<file path="src/rtl/pss_pkg.sv">
// Shared types, constants and codes of the priority stream selector.
package pss_pkg;

  localparam int ZONES = 16;
  localparam int ZW    = (ZONES > 1) ? $clog2(ZONES) : 1;

  localparam logic [4:0]  NO_ZONE    = 5'd16;
  localparam logic [11:0] MIN_PACKET = 12'd12;

  localparam logic [15:0] RST_SILENCE    = 16'd500;
  localparam logic [4:0]  RST_ZONE_COUNT = 5'd16;
  localparam logic [63:0] RST_PRIO       = 64'd0;
  localparam logic [31:0] RST_SSRC       = 32'h5A5A_0001;
  localparam logic [15:0] RST_TS_STEP    = 16'd160;

  localparam int IN_DATA_W  = 56;
  localparam int OUT_DATA_W = 96;
  localparam int CFG_IDX_W  = 3;
  localparam int CFG_DATA_W = 64;

  typedef enum logic [CFG_IDX_W-1:0] {
    CFG_SILENCE    = 3'd0,
    CFG_ZONE_COUNT = 3'd1,
    CFG_PRIO       = 3'd2,
    CFG_SSRC       = 3'd3,
    CFG_TS_STEP    = 3'd4
  } cfg_idx_e;

  typedef enum logic [1:0] {
    ST_IDLE,
    ST_UPDATE,
    ST_SCAN,
    ST_FINISH
  } state_e;

  typedef struct packed {
    logic          found;
    logic [ZW-1:0] idx;
    logic [3:0]    prio;
  } scan_t;

  typedef struct packed {
    logic        upd;
    logic        sweep;
    logic        hit;
    logic [3:0]  zone;
    logic [31:0] now;
    logic [15:0] limit;
    logic [4:0]  used;
  } cell_ctl_t;

endpackage

</file>
<file path="src/rtl/priority_stream_selector_rtp_rewrite.sv">
// Top level: request register, control sequencer, zone cell chain, header rewrite.
// A request is taken only in idle; it then runs an update step, the winner scan
// that moves one cell per cycle along the zone chain, and a finish step that
// waits for a free output register. Only then is the next request taken.
// A finished result waits in the output register while the next request is taken.
// Reset: all zones inactive, no current zone, counters zero, registers at defaults.
module priority_stream_selector_rtp_rewrite import pss_pkg::*; (
  input  logic                  clk_i,
  input  logic                  rst_ni,
  input  logic                  s_axis_tvalid,
  output logic                  s_axis_tready,
  input  logic [IN_DATA_W-1:0]  s_axis_tdata,  // zone, now_ms, packet_length, payload_type
  input  logic                  s_axis_tuser,  // func
  output logic                  m_axis_tvalid,
  input  logic                  m_axis_tready,
  output logic [OUT_DATA_W-1:0] m_axis_tdata,  // marker, out_payload_type, seq_number,
                                               // rtp_timestamp, ssrc_value,
                                               // current_zone_out, released
  output logic                  m_axis_tuser,  // forwarded
  input  logic                  cfg_we_i,
  input  logic [CFG_IDX_W-1:0]  cfg_idx_i,
  input  logic [CFG_DATA_W-1:0] cfg_data_i
);

  logic [15:0] silence_q;
  logic [4:0]  zone_count_q;
  logic [63:0] prio_q;
  logic [31:0] ssrc_q;
  logic [15:0] ts_step_q;

  logic        func_q;
  logic [3:0]  zone_q;
  logic [31:0] now_q;
  logic [11:0] len_q;
  logic [6:0]  pt_q;

  state_e        state_q, state_d;
  logic [ZW-1:0] cnt_q, cnt_d;
  logic [4:0]    cur_q, cur_d;
  logic [15:0]   seq_q, seq_d;
  logic [31:0]   ts_q, ts_d;

  logic                  out_valid_q, out_valid_d;
  logic [OUT_DATA_W-1:0] out_data_q, out_data_d;
  logic                  out_fwd_q, out_fwd_d;

  logic        accept;
  logic        upd, sweep, fin;
  logic [4:0]  used;
  logic        hit;
  logic        fwd, mark, rel, out_free;
  logic [4:0]  cur_mid, cur_fin;
  cell_ctl_t   ctl;
  scan_t       chain [ZONES+1];
  logic [ZONES-1:0] expire;
  scan_t       win;

  assign accept        = s_axis_tvalid && s_axis_tready;
  assign s_axis_tready = (state_q == ST_IDLE);

  always_ff @(posedge clk_i or negedge rst_ni) begin
    if (!rst_ni) begin
      silence_q    <= RST_SILENCE;
      zone_count_q <= RST_ZONE_COUNT;
      prio_q       <= RST_PRIO;
      ssrc_q       <= RST_SSRC;
      ts_step_q    <= RST_TS_STEP;
    end else if (cfg_we_i) begin
      unique case (cfg_idx_e'(cfg_idx_i))
        CFG_SILENCE:    silence_q    <= cfg_data_i[15:0];
        CFG_ZONE_COUNT: zone_count_q <= cfg_data_i[4:0];
        CFG_PRIO:       prio_q       <= cfg_data_i;
        CFG_SSRC:       ssrc_q       <= cfg_data_i[31:0];
        CFG_TS_STEP:    ts_step_q    <= cfg_data_i[15:0];
        default: begin
        end
      endcase
    end
  end

  always_ff @(posedge clk_i) begin
    if (accept) begin
      func_q <= s_axis_tuser;
      zone_q <= s_axis_tdata[3:0];
      now_q  <= s_axis_tdata[35:4];
      len_q  <= s_axis_tdata[47:36];
      pt_q   <= s_axis_tdata[54:48];
    end
  end

  assign used = (zone_count_q > 5'(ZONES)) ? 5'(ZONES) : zone_count_q;
  assign hit  = !func_q && (len_q >= MIN_PACKET) && ({1'b0, zone_q} < used);

  always_comb begin
    ctl.upd   = upd;
    ctl.sweep = sweep;
    ctl.hit   = hit;
    ctl.zone  = zone_q;
    ctl.now   = now_q;
    ctl.limit = silence_q;
    ctl.used  = used;
  end

  assign chain[0] = '0;

  for (genvar g = 0; g < ZONES; g++) begin : g_cell
    pss_cell u_cell (
      .clk_i      (clk_i),
      .rst_ni     (rst_ni),
      .cell_idx_i (ZW'(g)),
      .ctl_i      (ctl),
      .prio_i     (prio_q[4*g +: 4]),
      .carry_i    (chain[g]),
      .carry_o    (chain[g+1]),
      .expire_o   (expire[g])
    );
  end

  assign win = chain[ZONES];

  always_comb begin
    out_free = !out_valid_q || m_axis_tready;
    fwd      = hit && win.found && (4'(win.idx) == zone_q);
    mark     = (cur_q != {1'b0, zone_q});
    cur_mid  = fwd ? {1'b0, zone_q} : cur_q;
    rel      = (cur_mid != NO_ZONE) && expire[cur_mid[ZW-1:0]];
    cur_fin  = rel ? NO_ZONE : cur_mid;
  end

  always_comb begin
    state_d = state_q;
    cnt_d   = cnt_q;
    upd     = 1'b0;
    sweep   = 1'b0;
    fin     = 1'b0;
    unique case (state_q)
      ST_IDLE: begin
        if (accept) begin
          state_d = ST_UPDATE;
        end
      end
      ST_UPDATE: begin
        upd     = 1'b1;
        cnt_d   = '0;
        state_d = ST_SCAN;
      end
      ST_SCAN: begin
        cnt_d = cnt_q + 1'b1;
        if (cnt_q == ZW'(ZONES - 1)) begin
          state_d = ST_FINISH;
        end
      end
      ST_FINISH: begin
        if (out_free) begin
          sweep   = 1'b1;
          fin     = 1'b1;
          state_d = ST_IDLE;
        end
      end
      default: state_d = ST_IDLE;
    endcase
  end

  always_comb begin
    cur_d       = cur_q;
    seq_d       = seq_q;
    ts_d        = ts_q;
    out_valid_d = out_valid_q;
    out_data_d  = out_data_q;
    out_fwd_d   = out_fwd_q;
    if (fin) begin
      cur_d       = cur_fin;
      out_valid_d = 1'b1;
      out_fwd_d   = fwd;
      if (fwd) begin
        seq_d      = seq_q + 16'd1;
        ts_d       = ts_q + {16'd0, ts_step_q};
        out_data_d = {2'b00, rel, cur_fin, ssrc_q, ts_q, seq_q, pt_q, mark};
      end else begin
        out_data_d = {2'b00, rel, cur_fin, 88'd0};
      end
    end else if (m_axis_tready) begin
      out_valid_d = 1'b0;
    end
  end

  always_ff @(posedge clk_i or negedge rst_ni) begin
    if (!rst_ni) begin
      state_q     <= ST_IDLE;
      cnt_q       <= '0;
      cur_q       <= NO_ZONE;
      seq_q       <= '0;
      ts_q        <= '0;
      out_valid_q <= 1'b0;
    end else begin
      state_q     <= state_d;
      cnt_q       <= cnt_d;
      cur_q       <= cur_d;
      seq_q       <= seq_d;
      ts_q        <= ts_d;
      out_valid_q <= out_valid_d;
    end
  end

  always_ff @(posedge clk_i) begin
    out_data_q <= out_data_d;
    out_fwd_q  <= out_fwd_d;
  end

  assign m_axis_tvalid = out_valid_q;
  assign m_axis_tdata  = out_data_q;
  assign m_axis_tuser  = out_fwd_q;

endmodule

</file>
<file path="src/rtl/pss_cell.sv">
// One zone cell: activity and last-arrival time, one step of the winner scan.
module pss_cell import pss_pkg::*; (
  input  logic          clk_i,
  input  logic          rst_ni,
  input  logic [ZW-1:0] cell_idx_i,
  input  cell_ctl_t     ctl_i,
  input  logic [3:0]    prio_i,
  input  scan_t         carry_i,
  output scan_t         carry_o,
  output logic          expire_o
);

  logic        active_q, active_d;
  logic [31:0] last_q, last_d;
  scan_t       carry_q, carry_d;
  logic [31:0] elapsed;
  logic        in_use;
  logic        take;

  always_comb begin
    elapsed  = ctl_i.now - last_q;
    expire_o = active_q && (elapsed > {16'd0, ctl_i.limit});
    in_use   = 5'(cell_idx_i) < ctl_i.used;
    take     = active_q && in_use && (!carry_i.found || (prio_i < carry_i.prio));

    active_d = active_q;
    last_d   = last_q;
    if (ctl_i.upd && ctl_i.hit && (ctl_i.zone == 4'(cell_idx_i))) begin
      active_d = 1'b1;
      last_d   = ctl_i.now;
    end else if (ctl_i.sweep && expire_o) begin
      active_d = 1'b0;
    end

    if (take) begin
      carry_d = '{found: 1'b1, idx: cell_idx_i, prio: prio_i};
    end else begin
      carry_d = carry_i;
    end
  end

  always_ff @(posedge clk_i or negedge rst_ni) begin
    if (!rst_ni) begin
      active_q <= 1'b0;
      last_q   <= '0;
      carry_q  <= '0;
    end else begin
      active_q <= active_d;
      last_q   <= last_d;
      carry_q  <= carry_d;
    end
  end

  assign carry_o = carry_q;

endmodule

</file>
<file path="config.mk">
export PLATFORM = sky130hd
export DESIGN_NAME = priority_stream_selector_rtp_rewrite
export DESIGN_NICKNAME = d
export VERILOG_FILES = /design/src/rtl/pss_pkg.sv /design/src/rtl/priority_stream_selector_rtp_rewrite.sv /design/src/rtl/pss_cell.sv
export SDC_FILE = /design/constraint.sdc
export NUM_CORES = 2
export LEC_CHECK = 0
export BUFFER_PORTS_ARGS = -buffer_cell sky130_fd_sc_hd__buf_2
export CORE_ASPECT_RATIO = 1.4
export CORE_UTILIZATION = 28
export CTS_CLUSTER_DIAMETER = 120
export DETAILED_ROUTE_END_ITERATION = 12
export GPL_ROUTABILITY_DRIVEN = 0
export PLACE_DENSITY_LB_ADDON = 0.1
export SYNTH_ARGS = -nofsm -noshare
export SYNTH_HDL_FRONTEND = slang
export SYNTH_SLANG_ARGS = --single-unit
</file>
<file path="constraint.sdc">
create_clock -name clk_i -period 7.05 [get_ports clk_i]
set_clock_uncertainty 0.1 [all_clocks]
set_input_delay 1.0575 -clock clk_i [delete_from_list [all_inputs] [get_ports clk_i]]
set_output_delay 1.0575 -clock clk_i [all_outputs]
set_load 0.02 [all_outputs]
</file>
==> impl_metrics.json <==
{
  "drt-vias-per-instance": 5.169,
  "clkPwrFrac": 0.149,
  "syn_to_final_growth_pct": 13.41,
  "instances_no_fill": 12660,
  "die_area_um2": 272300,
  "synth.distinct_cells": 110,
  "p_seq_frac": 0.199,
  "placed_cells": 12420,
  "rows": 225,
  "total_leakage_power_nw": 36.49,
  "firstDrtPassIters": 7,
  "combPwrFrac": 0.652,
  "max_cap_viol_count": 0,
  "numClockSinks": 995,
  "ys_seq_elements": 995,
  "p_sw_frac": 0.4800,
  "setup_tns_ps": 0,
  "antenna_found_initial": 20,
  "dpl_worst_slack_ps": 161.9,
  "grt_first_pass_wirelength_mm": 415.1,
  "synth_area_leader_cell": "dfrtp_1",
  "drtIter0Drc": 3816,
  "tightest_slew_ps": 1270,
  "die_x_um": 441.3,
  "ios": 228,
  "worstSetupEndpointType": "flip-flop",
  "fin_util": 0.3194,
  "vdd_drop_max_mv": 0.2734,
  "routed-via-count": 65430,
  "drc": 0,
  "clock_path_buffers": 3,
  "finalWirelength_mm": 276.3,
  "fill_cells": 28370,
  "syn_area_um2": 75650,
  "hold_path.class": "input port to async pin",
  "worst-setup-path-type": "flip-flop to flip-flop",
  "status": "finished, final reports clean",
  "hold_viol": 0,
  "ff2ff_path_depth": 23,
  "p_int_w": 0.02319,
  "synthTopCellsByArea": "dfrtp_1, ha_1, o21ai_0",
  "rsz0062_at_grt": "no",
  "synthCells": 8869,
  "finalSetupViolations": 0,
  "grt_start_max_net_pins": 158,
  "layout.nets": 9994,
  "critPathArrivalTime_ps": 7160,
  "ant_nets": 0,
  "reg2reg_slack_ps": 340,
  "setup_ws_ps": 344.3,
  "reg2reg_to": "m_axis_tdata[92]",
  "holdBufCountCts": 0,
  "cts-root-buf": "clkbuf_16",
  "layout-drive-gt1-share": 0.1031,
  "synth_edf_count": 149,
  "wl_per_cell_um": 21.83,
  "critPathLaunchType": "flip-flop",
  "synth_ff_type": "dfrtp_1",
  "async_flop_share": 0.8503,
  "htree_levels": 3,
  "clk_pin_slew_ps": 70,
  "grt_use_total": 0.1998,
  "synth_top_area_share": 0.2736,
  "p_sw_w": 0.02141,
  "cts_tree": "done",
  "cp-endpoint": "m_axis_tdata[92]",
  "post-route-period-util": 0.9512,
  "die_h_um": 617.0,
  "core_area_um2": 268600,
  "grt_pass1_vias": 65550,
  "max_freq_mhz": 149.1,
  "grt-ovfl-total": 0,
  "syn_avg_cell_area_um2": 8.530,
  "r2r_start": "now_q[1]",
  "yosysMostFrequentCell": "nand2_1",
  "cp_max_fo": 8,
  "drv_slew": 0,
  "synth_warnings": 0,
  "yosysSeqAreaShare": 0.3393,
  "clock_latency_ps": 820,
  "place_hpwl_mm": 208.2,
  "cts_buffers": 118,
  "finalCriticalPeriod_ps": 6706,
  "cp-startpoint": "now_q[1]",
  "synth.top_cells.by_count": "nand2_1, o21ai_0, dfrtp_1",
  "port_buffers": 222,
  "critPathRequiredTime_ps": 7510,
  "initial_core_util": 0.2817,
  "power.density_nw_per_um2": 519.8,
  "max_slew_margin": 0.1534
}
[sequential cells by signal, summed over array words and instances, names as in the netlist]
signal,cells
cnt_q,4
zone_count_q,5
len_q,10
func_q,1
zone_q,4
pt_q,7
cur_q,5
m_axis_tuser,1
prio_q,64
m_axis_tdata,94
silence_q,16
ssrc_q,32
g_cell.u_cell.active_q,16
state_q,2
g_cell.u_cell.last_q,512
seq_q,16
m_axis_tvalid,1
now_q,32
ts_q,32
ts_step_q,16
g_cell.u_cell.carry_o,125
[kinds of logic (layout without fill, tap and decap cells)]
| kind of cell | after synthesis | count (layout) | synth area share |
|---|---|---|---|
| simple gates | 2750 | 2750 | 0.1754 |
| compound gates | 2611 | 2611 | 0.2134 |
| other cells | 1 | 11 | 0.00004957 |
| fa+ha+maj | 839 | 839 | 0.1405 |
| flops | 995 | 995 | 0.3393 |
| xor+xnor | 351 | 351 | 0.04064 |
| mux | 250 | 250 | 0.03637 |
| buf+inv | 1072 | 1333 | 0.05440 |
[critical path: stages, from the launching register on]
cell and delay, ps:
edfxtp_1 630, buf_4 270, ha_1 270, nor2b_1 160, o31a_1 220, o21ai_1 210
o21ai_0 580, a31oi_1 250, o31ai_1 460, xor2_1 260, ha_1 290, nand4_1 130
a21oi_1 60, a211oi_1 270, a31oi_1 220, nor3_1 230, o2111ai_1 130, nor4_1 440
nand4_1 200, buf_4 240, a211oi_1 390, o22ai_2 240, nand2_1 140, o21ai_0 100
[stage by stage]
stage | cell area [µm²] | hold WS [ps] | power (W)
6_report | 85790 | 141.9 | 0.04459
5_1_grt | 85770 | 175.4 | 0.04879
4_1_cts | 85750 | 164.1 | 0.04490
3_5_place_dp | 81570 | 318.0 | 0.03789
3_3_place_gp | 81570 | 313.3 | 0.03766
2_1_floorplan | 75650 | 308.4 | 0.02993
[placed cells by master, fill, tap and decap left out, types with 30 or more instances in the layout]
master     count
buf_4        164
nor2b_1       87
nand2_1     1114
inv_1        675
a21boi_0      30
and2_1       156
nand2b_1     154
o21bai_1      52
nor4_1        53
nor2_1       410
a31oi_1       64
clkbuf_16    120
o2111ai_1     37
o31a_1        31
xor2_1       132
xnor2_1      219
mux2i_1       51
o21a_1       116
and3_1        62
clkbuf_1      31
o31ai_1       43
o21ai_0      922
a21o_1       220
edfxtp_1     149
buf_2        221
o211ai_1      75
a21oi_1      633
nor3b_1       31
mux2_2       198
nor3_1       123
dfrtp_1      827
a211oi_1      81
or3_1         56
ha_1         822
nand3_1      186
nand4_1      168
[layer usage]
layer | part of all wire | track usage | up-vias
met5 | 0.00025 | 0 | -
met4 | 0.043 | 0.07508 | 12
met3 | 0.039 | 0.02523 | 419
met2 | 0.50 | 0.3548 | 1287
met1 | 0.42 | 0.2432 | 31710
li1 | - | - | 32000
[layout make-up]
type / count / area [µm²] / area share
Antenna cell: 9 / 22.52 / 0.0002625
Clock buffer: 172 / 3408 / 0.03973
Clock inverter: 53 / 765.7 / 0.008926
Inverter: 693 / 2606 / 0.03038
Multi-Input combinational cell: 6803 / 45990 / 0.5360
Sequential cell: 995 / 25670 / 0.2992
Tap cell: 3518 / 4402 / 0.05131
Timing Repair Buffer: 415 / 2933 / 0.03419
[worst min path at each step]
stage                                    to                          from  slack, ps
3_5_place_dp   g_cell[15].u_cell.carry_o[7]  g_cell[14].u_cell.carry_o[7]        320
3_3_place_gp   g_cell[15].u_cell.carry_o[5]  g_cell[14].u_cell.carry_o[5]        310
6_report                           ts_q[31]                        rst_ni        140
5_1_grt                            ts_q[31]                        rst_ni        180
4_1_cts                            ts_q[31]                        rst_ni        160
2_1_floorplan  g_cell[10].u_cell.carry_o[5]   g_cell[9].u_cell.carry_o[5]        310
[what timing repair did]
action | CTS | global route
setup endpoints to repair | 0 | 2
resized for setup | 0 | 1
setup buffers | 0 | 2
[power groups by stage]
stage / Sequential [W] / Clock, W / Combinational, W
floorplan: 0.00890 / 0 / 0.0210
global placement: 0.00899 / 0 / 0.0287
detailed placement: 0.00901 / 0 / 0.0289
CTS: 0.00892 / 0.00689 / 0.0291
global route: 0.00913 / 0.00709 / 0.0326
finish: 0.00888 / 0.00662 / 0.0291
(Power assumes the default switching activity.)
